===== src/design/crh_pkg.sv =====
// ----------------------------------------------------------------------------
// crh_pkg: shared types and constants for the Content-Range parser
// Request and result payloads, byte classes and the queue entry layout.
// ----------------------------------------------------------------------------
`default_nettype none

package crh_pkg;

  localparam int NUM_WIDTH   = 63;
  localparam int UNIT_WIDTH  = 8;
  localparam int QUEUE_DEPTH = 2;

  // byte classes handed from the front to the back
  localparam int CLS_WIDTH = 3;
  localparam logic [CLS_WIDTH-1:0] CLS_BLANK = 3'd0;
  localparam logic [CLS_WIDTH-1:0] CLS_DIGIT = 3'd1;
  localparam logic [CLS_WIDTH-1:0] CLS_TOKEN = 3'd2;  // token char, not digit/star/dash
  localparam logic [CLS_WIDTH-1:0] CLS_STAR  = 3'd3;
  localparam logic [CLS_WIDTH-1:0] CLS_DASH  = 3'd4;
  localparam logic [CLS_WIDTH-1:0] CLS_SLASH = 3'd5;
  localparam logic [CLS_WIDTH-1:0] CLS_OTHER = 3'd6;

  typedef struct packed {
    logic [7:0] data_byte;
    logic       last_byte;
  } in_item_t;

  typedef struct packed {
    logic                 valid_res;
    logic                 has_range;
    logic [NUM_WIDTH-1:0] range_from;
    logic [NUM_WIDTH-1:0] range_to;
    logic                 has_length;
    logic [NUM_WIDTH-1:0] total_length;
    logic [UNIT_WIDTH-1:0] unit_length;
  } out_item_t;

  typedef struct packed {
    logic [CLS_WIDTH-1:0] cls;
    logic [3:0]           digit;
    logic                 last;
  } q_item_t;

endpackage

`default_nettype wire


===== src/design/crh_front.sv =====
// ----------------------------------------------------------------------------
// crh_front: request intake and byte classification
// Sorts each byte into a class and digit value and pushes it to the queue.
// ----------------------------------------------------------------------------
`default_nettype none

module crh_front (
  input  wire logic              item_valid,
  output logic                   item_stall,
  input  wire crh_pkg::in_item_t item,
  input  wire logic              q_full,
  output logic                   q_push,
  output crh_pkg::q_item_t       q_wdata
);
  import crh_pkg::*;

  logic [7:0] c;
  logic       is_alpha;

  assign c        = item.data_byte;
  assign is_alpha = (c >= 8'h41 && c <= 8'h5A) || (c >= 8'h61 && c <= 8'h7A);

  always_comb begin
    q_wdata.last  = item.last_byte;
    q_wdata.digit = c[3:0];
    if (c == 8'h20 || c == 8'h09) begin
      q_wdata.cls = CLS_BLANK;
    end else if (c >= 8'h30 && c <= 8'h39) begin
      q_wdata.cls = CLS_DIGIT;
    end else if (c == 8'h2A) begin
      q_wdata.cls = CLS_STAR;
    end else if (c == 8'h2D) begin
      q_wdata.cls = CLS_DASH;
    end else if (c == 8'h2F) begin
      q_wdata.cls = CLS_SLASH;
    end else if (is_alpha || c == 8'h21 || c == 8'h23 || c == 8'h24 || c == 8'h25 ||
                 c == 8'h26 || c == 8'h27 || c == 8'h2B || c == 8'h2E || c == 8'h5E ||
                 c == 8'h5F || c == 8'h60 || c == 8'h7C || c == 8'h7E) begin
      q_wdata.cls = CLS_TOKEN;
    end else begin
      q_wdata.cls = CLS_OTHER;
    end
  end

  assign item_stall = q_full;
  assign q_push     = item_valid && !q_full;

endmodule

`default_nettype wire


===== src/design/crh_queue.sv =====
// ----------------------------------------------------------------------------
// crh_queue: short queue between front and back
// Small FIFO of classified bytes; full is decoded from the registered count
// alone, so the front never waits on the back combinationally.
// ----------------------------------------------------------------------------
`default_nettype none

module crh_queue #(
  parameter int DEPTH = crh_pkg::QUEUE_DEPTH
) (
  input  wire logic             clk,
  input  wire logic             rst,
  input  wire logic             push,
  input  wire crh_pkg::q_item_t wdata,
  output logic                  full,
  output logic                  not_empty,
  input  wire logic             pop,
  output crh_pkg::q_item_t      rdata
);
  import crh_pkg::*;

  localparam int PW = (DEPTH > 1) ? $clog2(DEPTH) : 1;
  localparam int CW = $clog2(DEPTH + 1);

  q_item_t         entries [DEPTH];
  logic [PW-1:0]   wr_ptr;
  logic [PW-1:0]   rd_ptr;
  logic [CW-1:0]   count;

  assign full      = (count == CW'(DEPTH));
  assign not_empty = (count != '0);
  assign rdata     = entries[rd_ptr];

  always_ff @(posedge clk) begin
    if (push) begin
      entries[wr_ptr] <= wdata;
    end
  end

  always_ff @(posedge clk) begin
    if (rst) begin
      wr_ptr <= '0;
      rd_ptr <= '0;
      count  <= '0;
    end else begin
      if (push) begin
        wr_ptr <= (wr_ptr == PW'(DEPTH - 1)) ? '0 : wr_ptr + 1'b1;
      end
      if (pop) begin
        rd_ptr <= (rd_ptr == PW'(DEPTH - 1)) ? '0 : rd_ptr + 1'b1;
      end
      if (push && !pop) begin
        count <= count + 1'b1;
      end else if (pop && !push) begin
        count <= count - 1'b1;
      end
    end
  end

endmodule

`default_nettype wire


===== src/design/crh_back.sv =====
// ----------------------------------------------------------------------------
// crh_back: grammar tracking, number accumulation and verdict
// Runs the phase machine one byte per cycle unless a last byte waits,
// snapshots its fields, checks them in a verdict stage, holds the result.
// ----------------------------------------------------------------------------
`default_nettype none

module crh_back (
  input  wire logic             clk,
  input  wire logic             rst,
  input  wire logic             q_valid,
  input  wire crh_pkg::q_item_t q_item,
  output logic                  q_pop,
  output logic                  res_valid,
  input  wire logic             res_stall,
  output crh_pkg::out_item_t    res
);
  import crh_pkg::*;

  localparam logic [2:0] PH_LEAD = 3'd0;
  localparam logic [2:0] PH_UNIT = 3'd1;
  localparam logic [2:0] PH_FROM = 3'd2;
  localparam logic [2:0] PH_TO   = 3'd3;
  localparam logic [2:0] PH_LEN  = 3'd4;

  localparam int MW = NUM_WIDTH + 4;

  // parser state
  logic [2:0]            phase,  phase_next;
  logic                  err,    err_next;
  logic [UNIT_WIDTH-1:0] unit,   unit_next;
  logic [NUM_WIDTH-1:0]  acc,    acc_next;
  logic                  ovf,    ovf_next;
  logic [NUM_WIDTH-1:0]  first,  first_next;
  logic [NUM_WIDTH-1:0]  second, second_next;
  logic                  rng,    rng_next;
  logic                  cont,   cont_next;
  logic                  closed, closed_next;
  logic                  star,   star_next;

  // verdict stage
  logic                  v_valid;
  logic                  v_ok, v_star, v_done, v_range;
  logic [NUM_WIDTH-1:0]  v_first, v_second, v_acc;
  logic [UNIT_WIDTH-1:0] v_unit;

  logic                  v_adv;
  logic                  v_free;
  logic [MW-1:0]         mac;
  logic                  done;
  logic                  is_token;
  logic                  fin_ok;
  logic                  len_given;
  logic                  keep_range;
  out_item_t             res_next;

  assign v_adv  = v_valid && (!res_valid || !res_stall);
  assign v_free = !v_valid || v_adv;
  assign q_pop  = q_valid && (!q_item.last || v_free);

  assign done     = cont && !ovf;
  assign is_token = (q_item.cls == CLS_DIGIT) || (q_item.cls == CLS_TOKEN) ||
                    (q_item.cls == CLS_STAR)  || (q_item.cls == CLS_DASH);
  // acc * 10 + digit
  assign mac = {1'b0, acc, 3'b000} + {3'b000, acc, 1'b0} + MW'(q_item.digit);

  always_comb begin
    phase_next  = phase;
    err_next    = err;
    unit_next   = unit;
    acc_next    = acc;
    ovf_next    = ovf;
    first_next  = first;
    second_next = second;
    rng_next    = rng;
    cont_next   = cont;
    closed_next = closed;
    star_next   = star;
    if (!err) begin
      unique case (phase) inside
        PH_LEAD: begin
          if (q_item.cls == CLS_BLANK) begin
            phase_next = PH_LEAD;
          end else if (is_token) begin
            unit_next  = UNIT_WIDTH'(1);
            phase_next = PH_UNIT;
          end else begin
            err_next = 1'b1;
          end
        end
        PH_UNIT: begin
          if (is_token) begin
            if (unit != '1) unit_next = unit + 1'b1;
          end else if (q_item.cls == CLS_BLANK) begin
            phase_next  = PH_FROM;
            acc_next    = '0;
            ovf_next    = 1'b0;
            cont_next   = 1'b0;
            closed_next = 1'b0;
            star_next   = 1'b0;
          end else begin
            err_next = 1'b1;
          end
        end
        PH_FROM, PH_TO, PH_LEN: begin
          if (q_item.cls == CLS_BLANK) begin
            if (cont || star) closed_next = 1'b1;
          end else if (q_item.cls == CLS_DIGIT) begin
            if (closed || star) begin
              err_next = 1'b1;
            end else begin
              if (mac[MW-1:NUM_WIDTH] != '0) ovf_next = 1'b1;
              else                           acc_next = mac[NUM_WIDTH-1:0];
              cont_next = 1'b1;
            end
          end else if (q_item.cls == CLS_STAR) begin
            if (phase != PH_TO && !cont && !star) star_next = 1'b1;
            else                                  err_next  = 1'b1;
          end else if (q_item.cls == CLS_DASH && phase == PH_FROM && done) begin
            first_next  = acc;
            phase_next  = PH_TO;
            acc_next    = '0;
            ovf_next    = 1'b0;
            cont_next   = 1'b0;
            closed_next = 1'b0;
            star_next   = 1'b0;
          end else if (q_item.cls == CLS_SLASH && phase == PH_FROM && star) begin
            rng_next    = 1'b0;
            phase_next  = PH_LEN;
            acc_next    = '0;
            ovf_next    = 1'b0;
            cont_next   = 1'b0;
            closed_next = 1'b0;
            star_next   = 1'b0;
          end else if (q_item.cls == CLS_SLASH && phase == PH_TO && done) begin
            second_next = acc;
            rng_next    = 1'b1;
            phase_next  = PH_LEN;
            acc_next    = '0;
            ovf_next    = 1'b0;
            cont_next   = 1'b0;
            closed_next = 1'b0;
            star_next   = 1'b0;
          end else begin
            err_next = 1'b1;
          end
        end
        default: begin
          err_next = 1'b1;
        end
      endcase
    end
  end

  always_ff @(posedge clk) begin
    if (rst) begin
      phase  <= PH_LEAD;
      err    <= 1'b0;
      unit   <= '0;
      acc    <= '0;
      ovf    <= 1'b0;
      rng    <= 1'b0;
      cont   <= 1'b0;
      closed <= 1'b0;
      star   <= 1'b0;
    end else if (q_pop) begin
      if (q_item.last) begin
        // verdict taken; start over on the next request
        phase  <= PH_LEAD;
        err    <= 1'b0;
        unit   <= '0;
        acc    <= '0;
        ovf    <= 1'b0;
        rng    <= 1'b0;
        cont   <= 1'b0;
        closed <= 1'b0;
        star   <= 1'b0;
      end else begin
        phase  <= phase_next;
        err    <= err_next;
        unit   <= unit_next;
        acc    <= acc_next;
        ovf    <= ovf_next;
        rng    <= rng_next;
        cont   <= cont_next;
        closed <= closed_next;
        star   <= star_next;
      end
    end
  end

  always_ff @(posedge clk) begin
    if (q_pop) begin
      first  <= first_next;
      second <= second_next;
    end
  end

  // snapshot of the finished value
  always_ff @(posedge clk) begin
    if (rst) begin
      v_valid <= 1'b0;
    end else if (q_pop && q_item.last) begin
      v_valid <= 1'b1;
    end else if (v_adv) begin
      v_valid <= 1'b0;
    end
  end

  always_ff @(posedge clk) begin
    if (q_pop && q_item.last) begin
      v_ok     <= !err_next && (phase_next == PH_LEN);
      v_star   <= star_next;
      v_done   <= cont_next && !ovf_next;
      v_range  <= rng_next;
      v_first  <= first_next;
      v_second <= second_next;
      v_acc    <= acc_next;
      v_unit   <= unit_next;
    end
  end

  assign len_given  = !v_star && v_done;
  assign fin_ok     = v_ok && (v_star || v_done) &&
                      !(v_range && (v_first > v_second)) &&
                      !(v_range && len_given && (v_second >= v_acc));
  assign keep_range = fin_ok && v_range;

  always_comb begin
    res_next.valid_res    = fin_ok;
    res_next.has_range    = keep_range;
    res_next.range_from   = keep_range ? v_first  : '0;
    res_next.range_to     = keep_range ? v_second : '0;
    res_next.has_length   = fin_ok && len_given;
    res_next.total_length = (fin_ok && len_given) ? v_acc : '0;
    res_next.unit_length  = fin_ok ? v_unit : '0;
  end

  always_ff @(posedge clk) begin
    if (rst) begin
      res_valid <= 1'b0;
    end else if (v_adv) begin
      res_valid <= 1'b1;
    end else if (!res_stall) begin
      res_valid <= 1'b0;
    end
  end

  always_ff @(posedge clk) begin
    if (v_adv) begin
      res <= res_next;
    end
  end

endmodule

`default_nettype wire


===== src/design/content_range_header_parser_unit.sv =====
// ----------------------------------------------------------------------------
// content_range_header_parser_unit: streaming Content-Range value parser
// Front classifier, short byte queue, and back parser with verdict stage.
// ----------------------------------------------------------------------------
// Takes one header byte per cycle while the queue is not full; the queue
// fills only while the back parser holds a last byte. A byte marked last
// yields one verdict, registered in turn in the queue, the parser snapshot
// and the result register (the verdict compare sits in front of the result
// register). Further bytes keep flowing while a verdict waits in the result
// register; the parser only holds a second last byte while both verdict
// stage and result register are full and the result is stalled.
`default_nettype none

module content_range_header_parser_unit #(
  parameter int QUEUE_DEPTH = crh_pkg::QUEUE_DEPTH
) (
  input  wire logic               clk,
  input  wire logic               rst,
  input  wire logic               item_valid,
  output logic                    item_stall,
  input  wire crh_pkg::in_item_t  item,
  output logic                    res_valid,
  input  wire logic               res_stall,
  output crh_pkg::out_item_t      res
);
  import crh_pkg::*;

  logic    q_full;
  logic    q_push;
  logic    q_not_empty;
  logic    q_pop;
  q_item_t q_wdata;
  q_item_t q_rdata;

  crh_front u_front (
    .item_valid (item_valid),
    .item_stall (item_stall),
    .item       (item),
    .q_full     (q_full),
    .q_push     (q_push),
    .q_wdata    (q_wdata)
  );

  crh_queue #(
    .DEPTH (QUEUE_DEPTH)
  ) u_queue (
    .clk       (clk),
    .rst       (rst),
    .push      (q_push),
    .wdata     (q_wdata),
    .full      (q_full),
    .not_empty (q_not_empty),
    .pop       (q_pop),
    .rdata     (q_rdata)
  );

  crh_back u_back (
    .clk       (clk),
    .rst       (rst),
    .q_valid   (q_not_empty),
    .q_item    (q_rdata),
    .q_pop     (q_pop),
    .res_valid (res_valid),
    .res_stall (res_stall),
    .res       (res)
  );

endmodule

`default_nettype wire


===== config.mk =====
export PLATFORM = sky130hd
export DESIGN_NAME = content_range_header_parser_unit
export DESIGN_NICKNAME = d
export VERILOG_FILES = /design/src/design/crh_pkg.sv /design/src/design/crh_front.sv /design/src/design/crh_queue.sv /design/src/design/crh_back.sv /design/src/design/content_range_header_parser_unit.sv
export SDC_FILE = /design/constraint.sdc
export NUM_CORES = 1
export LEC_CHECK = 0
export BUFFER_PORTS_ARGS = -buffer_cell sky130_fd_sc_hd__buf_2
export CAP_MARGIN = 0
export CORE_MARGIN = 2
export CORE_UTILIZATION = 55
export CTS_CLUSTER_SIZE = 25
export DETAILED_ROUTE_END_ITERATION = 16
export GPL_TIMING_DRIVEN = 0
export MAX_ROUTING_LAYER = met4
export PLACE_DENSITY = 0.85
export SLEW_MARGIN = 0
export SYNTH_ARGS = -nofsm -noshare
export SYNTH_HDL_FRONTEND = slang
export SYNTH_SLANG_ARGS = --single-unit

===== constraint.sdc =====
create_clock -name clk -period 40.6 [get_ports clk]
set_input_delay 2.03 -clock clk [delete_from_list [all_inputs] [get_ports clk]]
set_output_delay 2.03 -clock clk [all_outputs]
set_load 0.01 [all_outputs]

* After elaboration in Yosys (flattened, before gate mapping) *
Memories as Yosys holds them, arrays and structs flattened. A register that Yosys moved wholly into a read port is not among the register bits.
Index checks and enable logic that the tools add are counted.

storage, ports and cells
  word-level logic and storage cells = 301
  RAM bits = 16
  memories = 1
  output and inout port bits = 202
  flip-flop bits (word level) = 613
  bits of input ports = 13

operators by class
  reduce and logical (&&, ||, !) cells = 77
  add/sub/neg operators = 7
  order comparisons = 8
  equal/unequal tests = 39
  multiplexer cells = 138

memories
  memory           depth  width  read ports  clocked after memory_dff  wr ports  RTL line         text
  u_queue.entries  2      8      1           1                         1         crh_queue.sv:25  q_item_t entries [DEPTH];

operator list
  operator                                                                              count
  63-bit 2-to-1 mux                                                                     26
  63-bit one-hot mux with 2 select lines                                                1
  8-bit by 6-bit equality test with 1-bit output (second input constant)                12
  1-bit 2-to-1 mux                                                                      78
  66-bit by 64-bit adder with 67-bit output                                             1
  67-bit by 4-bit adder with 67-bit output                                              1
  63-bit greater-or-equal comparator                                                    1
  63-bit greater-than comparator                                                        1
  3-bit 2-to-1 mux                                                                      18
  8-bit 2-to-1 mux                                                                      6
  8-bit by 7-bit equality test with 1-bit output (second input constant)                5
  1-bit logical AND                                                                     29
  1-bit logical OR                                                                      24
  8-bit by 7-bit greater-or-equal comparator with 1-bit output (second input constant)  2
  8-bit by 7-bit <= comparator with 1-bit output (second input constant)                2
  8-bit one-hot mux with 2 select lines                                                 1
  1-bit logical NOT                                                                     15
  3-bit by 2-bit equality test with 1-bit output (second input constant)                4
  3-bit equality test (second input constant)                                           4
  4-bit by 3-bit != test with 1-bit output (second input constant)                      3
  3-bit one-hot mux with 3 select lines                                                 1
  9-bit AND reduction                                                                   1
  8-bit by 1-bit adder with 8-bit output (second input constant)                        1
  8-bit by 4-bit equality test with 1-bit output (second input constant)                1
  other kinds (20)                                                                      31

* Longest topological paths before layout *
Gate-level depths: netlist of the first run.

  depth in word-level cells = 22
  gate-level depth with buffers = 19
  gate-level depth less buffers = 16

* Hierarchy *
A second synthesis of the first run with hierarchy kept.

unflattened totals
  cells, all modules = 2,567
  area, all modules = 32,344.8 um^2

modules (own cells, without submodules)
  module     seq. area each (um^2)  cells an instance  instances  area each (um^2)
  crh_back   17,466.8               2,481              1          31,323.8
  crh_queue  580.6                  47                 1          785.8
  crh_front  0.0                    39                 1          235.2

* Least setup slack after synthesis of the first run *
No wires, ideal clock.

  path type = input to register
  start = input res_stall
  end = register, netlist name u_back.res[0]
  cell stages on the path = 1
  data required time = 39.537 ns
  setup time = 1.063 ns
  arrival = 16.439 ns
  slack = 23.097 ns
  cell sequence = a21boi_0

on the way
  word-level cells in the longest chain between the ends = 3

ends and longest elaborated chain
  item               RTL line                                text
  start, declared    content_range_header_parser_unit.sv:23  input wire logic res_stall,
  1-bit logical NOT  crh_back.sv:57                          assign v_adv = v_valid && (!res_valid || !res_stall);
  1-bit logical OR   crh_back.sv:57
  1-bit logical AND  crh_back.sv:57

Every way passes these cells.
A chain may end at the register's enable or synchronous reset.

==> results.json, run 1 <==
{
  "grt_pass1_vias": 22300,
  "via_per_inst": 5.92,
  "avgRoutedWirePerCell_microns": 21.4,
  "synth_seq_cells": 630,
  "slew-limit-headroom": 0.178,
  "syn_area_per_cell_sq_um": 12.0,
  "highest_layer": "met4",
  "ios": 215,
  "final_util": 0.637,
  "gp_congestion": 0.949,
  "clkLatencyLatePin_ns": 0.62,
  "hold_buffers": 0,
  "clock.fmax_mhz": 158,
  "critical_path.max_stage_delay_ns": 0.92,
  "synth_cells": 2644,
  "clockRootBuffer": "clkbuf_16",
  "power.total_mw": 2.13,
  "drtIter0Drc": 1772,
  "p_seq_frac": 0.479,
  "hold_violations": 0,
  "synth_top_area_share": 0.516,
  "via_count": 22200,
  "grt_pass1_wl_microns": 124000,
  "nets": 3205,
  "cp_top_family": "compound AO/OA/AOI/OAI gates",
  "syn-cell-area_sq_um": 31600,
  "p_clk_frac": 0.287,
  "p_int_mw": 1.49,
  "yosys.area.top_type": "edfxtp_1",
  "synth_nets": 2912,
  "yosysMostFrequentCell": "edfxtp_1",
  "required_ns": 41.12,
  "drive_gt1_frac": 0.166,
  "grt_remaining_overflow": 0,
  "drc_errors": 0,
  "ys_warn_count": 0,
  "yosysUniqueCellTypes": 78,
  "met1_length_microns": 33000,
  "comb_power_share": 0.234,
  "core_area_sq_um": 56600,
  "drt_first_pass_iters": 6,
  "synth_edf_count": 543,
  "setup_viol": 0,
  "cp.arrival_ns": 6.85,
  "cts_tree": "done",
  "worst-path-max-fanout": 10,
  "rows": 87,
  "postCtsSetupRepairBufs": 0,
  "async_flop_share": 0,
  "syn2layout_area_growth_pct": 14.1,
  "swShare": 0.300,
  "start_util": 0.559,
  "end_kind": "flop",
  "cp_slowest_cell": "a41oi_1",
  "grt_max_degree": 111,
  "ctsResizeCount": 0,
  "final_max_slew_viol_count": 0,
  "maxCapViolations": 0,
  "min_period_over_period": 0.156,
  "cts.sinks": 630,
  "wl_met3_microns": 4370,
  "die_x_microns": 244,
  "p_per_area_nw_per_um2": 59.1,
  "peakVddDrop_mv": 0.0816,
  "rsz0062_at_grt": "no",
  "run_status": "completed",
  "power.leakage_nw": 14.3,
  "ys.flop_type": "edfxtp_1",
  "dieArea_sq_um": 59400,
  "crit_path_cell_trace": "buf_1 -> mux2i_1 -> fa_1 -> inv_1 -> ha_1 -> a211oi_1 -> o21bai_1 -> nand4_1 -> o211ai_1 -> a31oi_1 -> o41ai_1 -> mux2i_1 -> nor2_1 -> a41oi_1 -> buf_2 -> buf_2 -> nand2_1 -> o21ai_0",
  "switching_power_mw": 0.639,
  "htreeDepth": 3,
  "tightest_slew_ns": 1.23,
  "routed_wl_microns": 80400,
  "setup_tns_ns": 0,
  "io_buffers": 214,
  "synthTopCellsByArea": "edfxtp_1 (52%), ha_1 (10%), dfxtp_1 (5.5%)",
  "synth_top_cells_by_count": "edfxtp_1 (543), ha_1 (253), nand2_1 (224)",
  "final.fill_count": 4152,
  "antenna_found_initial": 2,
  "hold_class": "flop to flop",
  "period_minus_slack_ns": 6.32,
  "ant_nets": 0,
  "grt_usage": 0.277,
  "synth-seq-area-share": 0.571,
  "hpwl_microns": 59100,
  "path_class": "flop to flop",
  "cts_buffer_depth": 3,
  "path_clk_slew_ns": 0.06,
  "holdWs_ns": 0.508,
  "start_kind": "flop",
  "clock_skew_ns": 0.0238,
  "cts_buffers": 66,
  "routed-wl-met2_microns": 40200,
  "die_h_microns": 244,
  "timing.critical_path.buf_inv": 4
}
final cells by class:
type	count	area, sq um	area share
timing repair buffer	225	1280	0.0355
inverter	162	621	0.0172
tap	756	946	0.0262
clock inverter	30	325	0.00902
antenna	2	5.00	0.000139
multi-input combinational	1750	12600	0.348
sequential	630	18000	0.500
buffer	102	423	0.0117
clock buffer	90	1860	0.0515
metal layers:
layer,vias to the layer above,global-route usage
li1,10300,-
met1,10800,0.343
met2,818,0.465
met3,199,0.0344
met4,0,0.104
met5,-,-
cell usage in the layout (no fill, tap or decap), types with 18 or more instances in the layout:
cell and count:
nand3_1 31, clkbuf_1 91, a21o_1 60, o21bai_1 19
o21a_1 20, edfxtp_1 543, nand2_1 224, and2_1 207
inv_1 160, xor2_1 29, ha_1 253, a211oi_1 18
buf_2 226, a21oi_1 143, mux2_2 125, nor3_1 27
xnor2_1 34, o21ai_0 190, nor2_1 95, dfxtp_1 87
clkbuf_16 69, nand4_1 50
stage by stage:
step	worst slack, ns	cell area, sq um	cells
6_report	34.28	36100	3747
5_1_grt	34.07	36100	3746
4_1_cts	34.37	36100	3745
3_5_place_dp	33.93	33900	3625
3_3_place_gp	18.28	33600	3614
2_1_floorplan	23.10	31600	2644
power by group through the flow:
stage	clock (mW)	sequential, mW	combinational [mW]
after global placement	0	1.09	0.439
after detailed placement	0	1.03	0.489
after floorplan	0	1.06	0.299
final	0.611	1.02	0.498
after global routing	0.641	1.04	0.544
after CTS	0.619	1.02	0.496
path summary, 6_finish.rpt:
path	startpoint	to	slack, ns	cells after the start
setup / recovery	flop	u_back.acc[55]	34.28	18
hold / removal	u_queue.rd_ptr	flop	0.51	2
setup reg to reg	flop	u_back.acc[55]	34.28	18
hold reg to reg	u_queue.rd_ptr	flop	0.51	2
registers in the layout (all words and copies together), names as in the netlist, 3 cells and up, named ones only:
signal           cells
u_back.v_second     63
u_queue.entries     16
u_back.unit          8
u_back.first        63
u_back.res         200
u_back.v_acc        63
u_back.v_first      63
u_back.second       63
u_back.phase         3
u_back.acc          63
u_back.v_unit        8
worst register-to-register path, stage by stage, from the launching register on:
cell      delay (ns)
dfxtp_1         0.35
buf_1           0.41
mux2i_1         0.18
fa_1            0.57
inv_1           0.06
ha_1            0.29
a211oi_1        0.08
o21bai_1        0.33
nand4_1         0.14
o211ai_1        0.28
a31oi_1         0.43
o41ai_1         0.56
mux2i_1         0.49
nor2_1          0.18
a41oi_1         0.92
buf_2           0.47
buf_2           0.31
nand2_1         0.10
o21ai_0         0.11
kinds of logic after synthesis:
family,count (synthesis),share of synthesized area
flops,630,0.571
buf+inv,264,0.0326
compound gates,580,0.114
mux,132,0.0467
xor+xnor,63,0.0175
simple gates,720,0.117
fa+ha+maj,255,0.101
(Power assumes the default switching activity.)
==> run 2: changes to the inputs <==
- PLACE_DENSITY: 0.85 -> 0.87
- clock period: 40.6 -> 5.3 ns (I/O delays scaled with it)
==> run 2 against run 1 <==
Effect of this change:
- die area unchanged
- combinational power rose to 7.9 times the previous value
- clock power rose to 7.3 times the previous value
- setup slack worse by 34 ns
- highest routed layer unchanged
- critical endpoint is now u_back.acc[60]
- largest cell class unchanged
- critical path depth unchanged
- flip-flop and latch count unchanged
- critical path type unchanged
- sequential share of layout area down 0.31 points
==> results.json, run 2 (synthesis gave the netlist of run 1 again) <==
{
  "run_status": "completed",
  "finalWorstSetupSlack_ns": 0.197,
  "drtIter0Drc": 1792,
  "p_seq_frac": 0.482,
  "die_x_microns": 244,
  "required_ns": 5.83,
  "clock_skew_ns": 0.0227,
  "drt_first_pass_iters": 5,
  "avgRoutedWirePerCell_microns": 21.3,
  "hold_class": "input port to flop",
  "path_class": "flop to flop",
  "cts_tree": "done",
  "cts_buffer_depth": 3,
  "tightest_slew_ns": 1.09,
  "start_kind": "flop",
  "peakVddDrop_mv": 0.454,
  "comb_power_share": 0.242,
  "path_clk_slew_ns": 0.06,
  "cp_top_family": "compound AO/OA/AOI/OAI gates",
  "gp_congestion": 0.938,
  "ios": 215,
  "clock.fmax_mhz": 196,
  "nets": 3213,
  "ant_nets": 0,
  "hpwl_microns": 59000,
  "grt_usage": 0.272,
  "swShare": 0.299,
  "p_clk_frac": 0.275,
  "final.fill_count": 4136,
  "p_per_area_nw_per_um2": 447,
  "grt_pass1_vias": 22300,
  "cp.depth": 18,
  "start_util": 0.559,
  "holdWs_ns": 0.0471,
  "cts_buffers": 61,
  "via_per_inst": 5.94,
  "htreeDepth": 2,
  "cp-endpoint": "u_back.acc[60]",
  "largest_register_ff_count": 200,
  "setup_tns_ns": 0,
  "switching_power_mw": 4.85,
  "die_h_microns": 244,
  "end_kind": "flop",
  "drive_gt1_frac": 0.175,
  "rrSetupSlack_ns": 0.20,
  "p_int_mw": 11.4,
  "rows": 87,
  "clockRootBuffer": "clkbuf_16",
  "final_common_cell": "edfxtp_1",
  "antenna_found_initial": 0,
  "grt_pass1_wl_microns": 123000,
  "place_ws_ns": -1.05,
  "maxCapViolations": 0,
  "io_buffers": 214,
  "clkLatencyLatePin_ns": 0.63,
  "via_count": 22300,
  "crit_path_cell_trace": "buf_6 -> mux2_2 -> ha_1 -> ha_1 -> inv_1 -> fa_1 -> nand2b_1 -> a211oi_2 -> o21ai_0 -> a21oi_1 -> o31ai_1 -> a211o_1 -> nand3_1 -> nor4b_4 -> nand3b_2 -> nand2b_4 -> buf_6 -> o21ai_1",
  "syn2layout_area_growth_pct": 14.8,
  "final_max_slew_viol_count": 0,
  "final_cell_mix": "edfxtp_1 (543), ha_1 (253), nand2_1 (224), buf_2 (224), and2_1 (207)",
  "r2r_cells": 18,
  "cts.sinks": 630,
  "timing.critical_path.buf_inv": 3,
  "power.leakage_nw": 14.3,
  "dieArea_sq_um": 59400,
  "place_inst": 3630,
  "grt_remaining_overflow": 0,
  "slew-limit-headroom": 0.266,
  "top_register": "u_back.res",
  "final_cells": 3756,
  "worst-path-max-fanout": 10,
  "setup_viol": 0,
  "routed_wl_microns": 79900,
  "cp.arrival_ns": 5.64,
  "drc_errors": 0,
  "hold_violations": 0,
  "core_area_sq_um": 56600,
  "critical_path.max_stage_delay_ns": 0.55,
  "min_period_over_period": 0.963,
  "reg2reg_to": "u_back.acc[60]",
  "grt_max_degree": 45,
  "cp_slowest_cell": "o31ai_1",
  "period_minus_slack_ns": 5.10
}
-- run 2: area by class of cell --
class | count | area, sq um | area share
Clock buffer | 87 | 1760 | 0.0484
Timing Repair Buffer | 240 | 1460 | 0.0403
Clock inverter | 29 | 322 | 0.00886
Inverter | 162 | 616 | 0.0170
Multi-Input combinational cell | 1750 | 12700 | 0.349
Sequential cell | 630 | 18000 | 0.497
Tap cell | 756 | 946 | 0.0261
Buffer | 100 | 462 | 0.0127
Antenna cell | 2 | 5.00 | 0.000138
-- run 2: worst min path at each step --
stage | start | to | cells past startpoint
6_report | item_valid | u_queue.wr_ptr | 4
5_1_grt | item_valid | u_queue.wr_ptr | 4
4_1_cts | item_valid | u_queue.wr_ptr | 4
3_5_place_dp | item[0] | u_queue.entries[0][0] | 1
3_3_place_gp | item[0] | u_queue.entries[0][0] | 1
2_1_floorplan | item[0] | u_queue.entries[0][0] | 0
-- run 2: routing by layer --
layer	up-vias	track usage	wire length [microns]	part of all wire
li1	10400	-	-	-
met1	10900	0.340	32900	0.41
met2	868	0.457	39800	0.50
met3	205	0.0358	4500	0.056
met4	0	0.0958	2810	0.035
met5	-	-	0	0
-- run 2: per-stage QoR --
stage / total power, mW / instance area [sq um] / util
floorplan: 10.3 / 31700 / -
global placement: 11.5 / 33700 / 0.596
detailed placement: 11.7 / 34000 / 0.601
CTS: 16.2 / 36200 / 0.640
global route: 16.9 / 36300 / 0.641
finish: 16.2 / 36300 / 0.641
-- run 2: power by group through the flow --
stage | sequential [mW] | combinational (mW) | clock [mW]
2_1_floorplan | 7.96 | 2.33 | 0
3_3_place_gp | 8.10 | 3.39 | 0
3_5_place_dp | 7.90 | 3.83 | 0
4_1_cts | 7.81 | 3.90 | 4.51
5_1_grt | 7.92 | 4.29 | 4.69
6_report | 7.82 | 3.92 | 4.46
-- run 2: worst min-delay path, stage by stage --
cell     delay, ns
buf_2         0.10
nand2_1       0.10
xor2_1        0.08
nor2_1        0.08
-- run 2: timing repair --
action,CTS,global route
setup buffers,0,1
hold endpoints to repair,14,0
pin swaps,0,1
hold buffers,9,0
endpoints found under the setup margin,220,133
gates resized for setup,10,21
